`config.mk`:
```
export PLATFORM = sky130hd
export DESIGN_NAME = am_dns_quant
export DESIGN_NICKNAME = d
export VERILOG_FILES = /design/src/hw/rtl/am_duty_noise_shaper_defines.svh /design/src/hw/rtl/am_dns_pkg.sv /design/src/hw/rtl/am_dns_quant.sv
export SDC_FILE = /design/constraint.sdc
export NUM_CORES = 1
export LEC_CHECK = 0
export BUFFER_PORTS_ARGS = -buffer_cell sky130_fd_sc_hd__buf_4
export CAP_MARGIN = 40
export CORE_MARGIN = 1.5
export CORE_UTILIZATION = 40
export DETAILED_ROUTE_END_ITERATION = 6
export PLACE_DENSITY = 0.68
export SLEW_MARGIN = 30
export SYNTH_ARGS = -nofsm -noshare
export SYNTH_HDL_FRONTEND = slang
export SYNTH_SLANG_ARGS = --single-unit
```
`constraint.sdc`:
```
create_clock -name vclk -period 31.7
set_input_delay 9.51 -clock vclk [all_inputs]
set_output_delay 9.51 -clock vclk [all_outputs]
set_load 0.005 [all_outputs]
```
`src/hw/rtl/am_duty_noise_shaper_defines.svh`:
```
// Assertion macros for the AM duty noise shaper.
// Used by modules that check their own logic; no other dependencies.
`ifndef AM_DUTY_NOISE_SHAPER_DEFINES_SVH
`define AM_DUTY_NOISE_SHAPER_DEFINES_SVH
`ifndef ASSERT_OFF
// Same-cycle implication, disabled while reset is active
`define AM_DNS_ASSERT(lbl, pre, post) \
    lbl: assert property (@(posedge i_clk) disable iff (!i_rst_n) (pre) |-> (post)) \
        else $error("assertion failed");
// Next-cycle implication, disabled while reset is active
`define AM_DNS_ASSERT_NEXT(lbl, pre, post) \
    lbl: assert property (@(posedge i_clk) disable iff (!i_rst_n) (pre) |=> (post)) \
        else $error("assertion failed");
`else
`define AM_DNS_ASSERT(lbl, pre, post)
`define AM_DNS_ASSERT_NEXT(lbl, pre, post)
`endif
`endif

```
`src/hw/rtl/am_dns_pkg.sv`:
```
// Shared types and constants for the AM duty noise shaper.
// No dependencies.
package am_dns_pkg;

    localparam int TABLE_DEPTH   = 512;
    localparam int IDX_W         = $clog2(TABLE_DEPTH);
    localparam int ERR_W         = 14;
    localparam int ERR_LIMIT     = 4096;
    localparam int SAMPLE_OFFSET = 32768;
    localparam int DECAY_SHIFT   = 6;
    localparam int FRAC_BITS     = 8;
    localparam int DUTY_LO       = 1;
    localparam int DUTY_HI       = 255;

    // Operation codes
    localparam logic OP_TICK     = 1'b0;
    localparam logic OP_TABLE_WR = 1'b1;

    // Configuration register indexes
    localparam logic CFG_OUTPUT_ENABLE  = 1'b0;
    localparam logic CFG_SHAPING_ENABLE = 1'b1;

    typedef logic signed [ERR_W-1:0] t_err;

    // Quantizer result passed back to the top level
    typedef struct packed {
        logic [7:0] duty;
        t_err       err;
    } t_quant_res;

endpackage

```
`src/hw/rtl/am_dns_quant.sv`:
```
// Duty quantizer: adds fed-back error when shaping is enabled, clamps the duty, bounds the new error.
// Depends on am_dns_pkg.
module am_dns_quant (
    input  logic [15:0]            i_table_data,
    input  am_dns_pkg::t_err       i_err,
    input  logic                   i_shaping_en,
    output am_dns_pkg::t_quant_res o_res
);
    import am_dns_pkg::*;

    logic signed [17:0] q;
    logic signed [9:0]  dsh;
    logic [7:0]         duty;
    logic signed [18:0] e_full;

    always_comb begin
        // Table value plus optional error feedback
        q = $signed({2'b00, i_table_data});
        if (i_shaping_en) begin
            q = q + {{(18-ERR_W){i_err[ERR_W-1]}}, i_err};
        end

        // Integer part, floor toward minus infinity, then clamp
        dsh = q[17:FRAC_BITS];
        if (dsh < 10'(DUTY_LO)) begin
            duty = 8'(DUTY_LO);
        end else if (dsh > 10'(DUTY_HI)) begin
            duty = 8'(DUTY_HI);
        end else begin
            duty = dsh[7:0];
        end

        // Leftover error, bounded
        e_full = {q[17], q} - $signed({3'b000, duty, 8'h00});
        if (e_full > 19'(ERR_LIMIT)) begin
            o_res.err = ERR_W'(ERR_LIMIT);
        end else if (e_full < -19'(ERR_LIMIT)) begin
            o_res.err = -ERR_W'(ERR_LIMIT);
        end else begin
            o_res.err = e_full[ERR_W-1:0];
        end
        o_res.duty = duty;
    end

endmodule

```
# Word level (Yosys, flattened, before mapping)
# Cells that the tools add are included.
# classes
addsub	2
magnitude_cmp	4
mux	5
# op_table
operator	n
$mux 14	2
$gt 19x14->1 const B	1
$lt 19x13->1 const B	1
$sub 18x17->19	1
$add 17x14->18	1
$mux 18	1
$mux 8	2
$gt 10x9->1 const B	1
$lt 10x2->1 const B	1
# totals
ff_bits	0
output_inout_bits	22

# Logic depth before layout (Yosys ltp)
# depth
ltp_word	9
ltp_mapped	23

# Worst setup path before layout
# OpenSTA, ideal clock, no wires.
# synth_timing
path_type	input port to output port
startpoint	in i_table_data[0]
endpoint	out o_res[10] in the netlist's numbering
t_arrival_ns	14.125
required_time_ns	22.190
setup_slack_ns	8.065
cell_stages	23
path_buffers	1
cell_sequence	ha_1 > inv_1 > fa_1 > nor2b_4 > o31ai_2 > a31oi_2 > a21boi_2 > xnor2_1 > a211o_2 > or4_1 > o311ai_2 > ha_1 > inv_1 > fa_1 > a21oi_1 > o22ai_1 > o21a_1 > o22ai_1 > a21oi_1 > mux2_2 > nand4_1 > clkbuf_1 > a21boi_0
# synth_lines
item	line	rtl
start: declaration	am_dns_quant.sv:4	input logic [15:0] i_table_data,
end: declaration	am_dns_quant.sv:7	output am_dns_pkg::t_quant_res o_res

==> flow_metrics.py <==
metrics = {
    "run_status": {
        "status": "finished, final reports clean",
    },
    "global_routing": {
        "gr-total-overflow": 0,
        "grt_pass1_wl_mm": 7.29,
        "grt_pass1_vias": 1663,
        "grt_use_total_pct": 19.5,
        "antenna_found_initial": 0,
        "grt_max_degree": 31,
    },
    "finish": {
        "register_area_um2": 0,
        "nClkBuffers": 0,
        "drive_gt1_share_pct": 26.7,
        "fin_nets": 337,
        "design.seq.count": 0,
        "diodes": 0,
        "area_growth_pct": 23.3,
        "layout.cells.non_filler": 327,
    },
    "sta": {
        "maxSlewHeadroom_pct": 61.2,
        "worst_slack_ns": 7.25,
        "setup_viol": 0,
        "fmax_mhz": 40.9,
        "fin_setup_tns_ns": 0,
        "drv_slew": 0,
        "hold_viol_final": 0,
        "period_share_pct": 77.1,
        "period_minus_slack_ns": 24.45,
        "holdWs_ns": 19.42,
        "rsz0062_at_grt": "no",
        "worst_slew_pin_slew_ns": 0.576,
    },
    "yosys": {
        "synth.net_count": 289,
        "syn-instance-count": 231,
        "avgSynthCellArea_um2": 7.33,
        "synth_area_um2": 1690,
        "yosysWarnings": 0,
        "synth_cell_types": 59,
        "seq_area_frac_synth_pct": 0,
    },
    "worst_setup_path": {
        "end_kind": "output port",
        "worstSetupStartpointType": "primary input",
        "cp.arrival_ns": 14.94,
        "path_max_fanout": 12,
        "critPathKind": "primary input to output port",
        "cp_data_required_time_ns": 22.19,
    },
    "routing": {
        "num_vias": 1874,
        "antenna_left": 0,
        "drtIter0Drc": 107,
        "drt-vias-per-instance": 5.73,
        "wl_per_cell_um": 13.6,
        "dr.pass1.iters": 4,
        "route.detailed.drc": 0,
        "routed_wirelength_mm": 4.46,
    },
    "placed_design": {
        "dp_hpwl_mm": 3.70,
        "gp_congestion": 0.856,
        "dp.cells": 327,
        "port_buffers": 53,
        "pre_cts_slack_ns": 7.26,
    },
    "power": {
        "p_leak_nw": 1.00,
        "powerDensity_nw_per_um2": 31.2,
        "peakVddDrop_mv": 0.0148,
    },
    "die": {
        "fp.dieW_um": 68.1,
        "ios": 53,
        "die_h_um": 68.1,
        "die_area_um2": 4630,
        "initial_core_util_pct": 42.0,
        "core-area_um2": 4030,
        "rows": 23,
    },
    "clock_network": {
        "cts_resized": 0,
        "holdBufCountCts": 0,
        "post_cts.repair.setup_buffers": 0,
    },
    "hold_path": {
        "worstHoldPathType": "primary input to output port",
    },
    "run": {
        "maxCapViolations": 0,
    },
}
==> layout by cell type (no fill, tap or decap), types with 2 or more instances in the layout <==
master,synthesis,routed
a211oi_1,2,2
a21boi_0,5,5
a21o_1,6,6
a21oi_1,28,28
a31oi_1,4,4
and2b_2,3,3
and3_1,2,2
buf_4,0,54
fa_1,2,2
ha_1,25,25
inv_1,20,20
mux2_2,5,5
mux2i_1,4,4
nand2_1,12,12
nand2b_1,2,2
nand3_1,6,6
nand4_1,6,6
nor2_1,10,10
nor2b_1,3,3
nor3_1,5,5
o211a_1,2,2
o211ai_1,3,3
o21a_1,7,7
o21ai_0,14,14
o221ai_1,3,3
o22ai_1,2,2
or2_2,2,2
or3_1,2,2
xnor2_1,9,9
xor2_1,4,4
==> cells in the mapped netlist, types with 3 or more instances <==
| cell type | count | share of area (%) |
|---|---|---|
| xor2_1 | 4 | 2.1 |
| a21oi_1 | 28 | 8.3 |
| and2b_2 | 3 | 1.6 |
| a31oi_1 | 4 | 1.5 |
| o211ai_1 | 3 | 1.3 |
| inv_1 | 20 | 4.4 |
| o21a_1 | 7 | 3.1 |
| a21boi_0 | 5 | 2.2 |
| mux2_2 | 5 | 3.3 |
| nand2_1 | 12 | 2.7 |
| mux2i_1 | 4 | 2.4 |
| o21ai_0 | 14 | 4.1 |
| nor2b_1 | 3 | 1.1 |
| a21o_1 | 6 | 2.7 |
| nand3_1 | 6 | 1.8 |
| nand4_1 | 6 | 2.2 |
| nor2_1 | 10 | 2.2 |
| nor3_1 | 5 | 1.5 |
| xnor2_1 | 9 | 4.7 |
| o221ai_1 | 3 | 1.6 |
| ha_1 | 25 | 18 |
==> final timing paths <==
path	slack, ns	to	from	cells after the start
max	7.25	o_res[1]	i_table_data[0]	23
min	19.42	o_res[2]	i_table_data[2]	4
==> worst max-delay path, stage by stage <==
cell and delay, ns:
buf_4 0.12, ha_1 0.23, inv_1 0.07, fa_1 0.23, nor2b_4 0.06, o31ai_2 0.32, a31oi_2 0.23, a21boi_2 0.26
xnor2_1 0.11, a211o_2 0.34, or4_1 0.49, o311ai_2 0.31, ha_1 0.23, inv_1 0.05, fa_1 0.39, a21oi_1 0.21
o22ai_1 0.13, o21a_1 0.20, o22ai_1 0.26, mux2_2 0.23, nand4_1 0.36, a221oi_1 0.43, buf_4 0.17
==> power breakdown <==
group / switching (W) / internal [W]
Combinational: 0.0000343 / 0.0000309
Clock: 0 / 0
Sequential: 0 / 0
Total: 0.0000343 / 0.0000309
==> layer usage <==
layer  GRT usage [%]  wire (um)  up-vias  share of wire [%]
li1                -          -      976                  -
met1            26.0       2080      847                 47
met4            2.00         21        0               0.47
met3           0.987        236        2                5.3
met5               0          0        -                  0
met2            35.6       2130       49                 48
==> area by class of cell <==
cell class                      instances  area (um2)
Tap cell                               50        62.6
Multi-Input combinational cell        203        1550
Fill cell                             412        1940
Inverter                               20        75.1
Timing Repair Buffer                   54         405
==> cell families (layout without fill, tap and decap cells) <==
family                     Yosys count  in the layout  synth area share (%)
adders and majority gates           27             27                  20.8
muxes                               10             10                  6.57
xor gates and xnor gates            13             13                  6.72
and+or+nand+nor                     61             61                  19.9
buffers and inverters               28             74                  8.71
AOI/OAI and AO/OA                   92             92                  37.2
==> stage by stage <==
stage | total power (W) | area (um2) | util [%]
global route | 0.0000732 | 2090 | 51.9
floorplan | 0.0000460 | 1690 | -
finish | 0.0000653 | 2090 | 51.9
global placement | 0.0000643 | 2090 | 51.9
detailed placement | 0.0000647 | 2090 | 51.9
CTS | 0.0000652 | 2090 | 51.9
No activity file was read; power rests on OpenSTA's default activity.
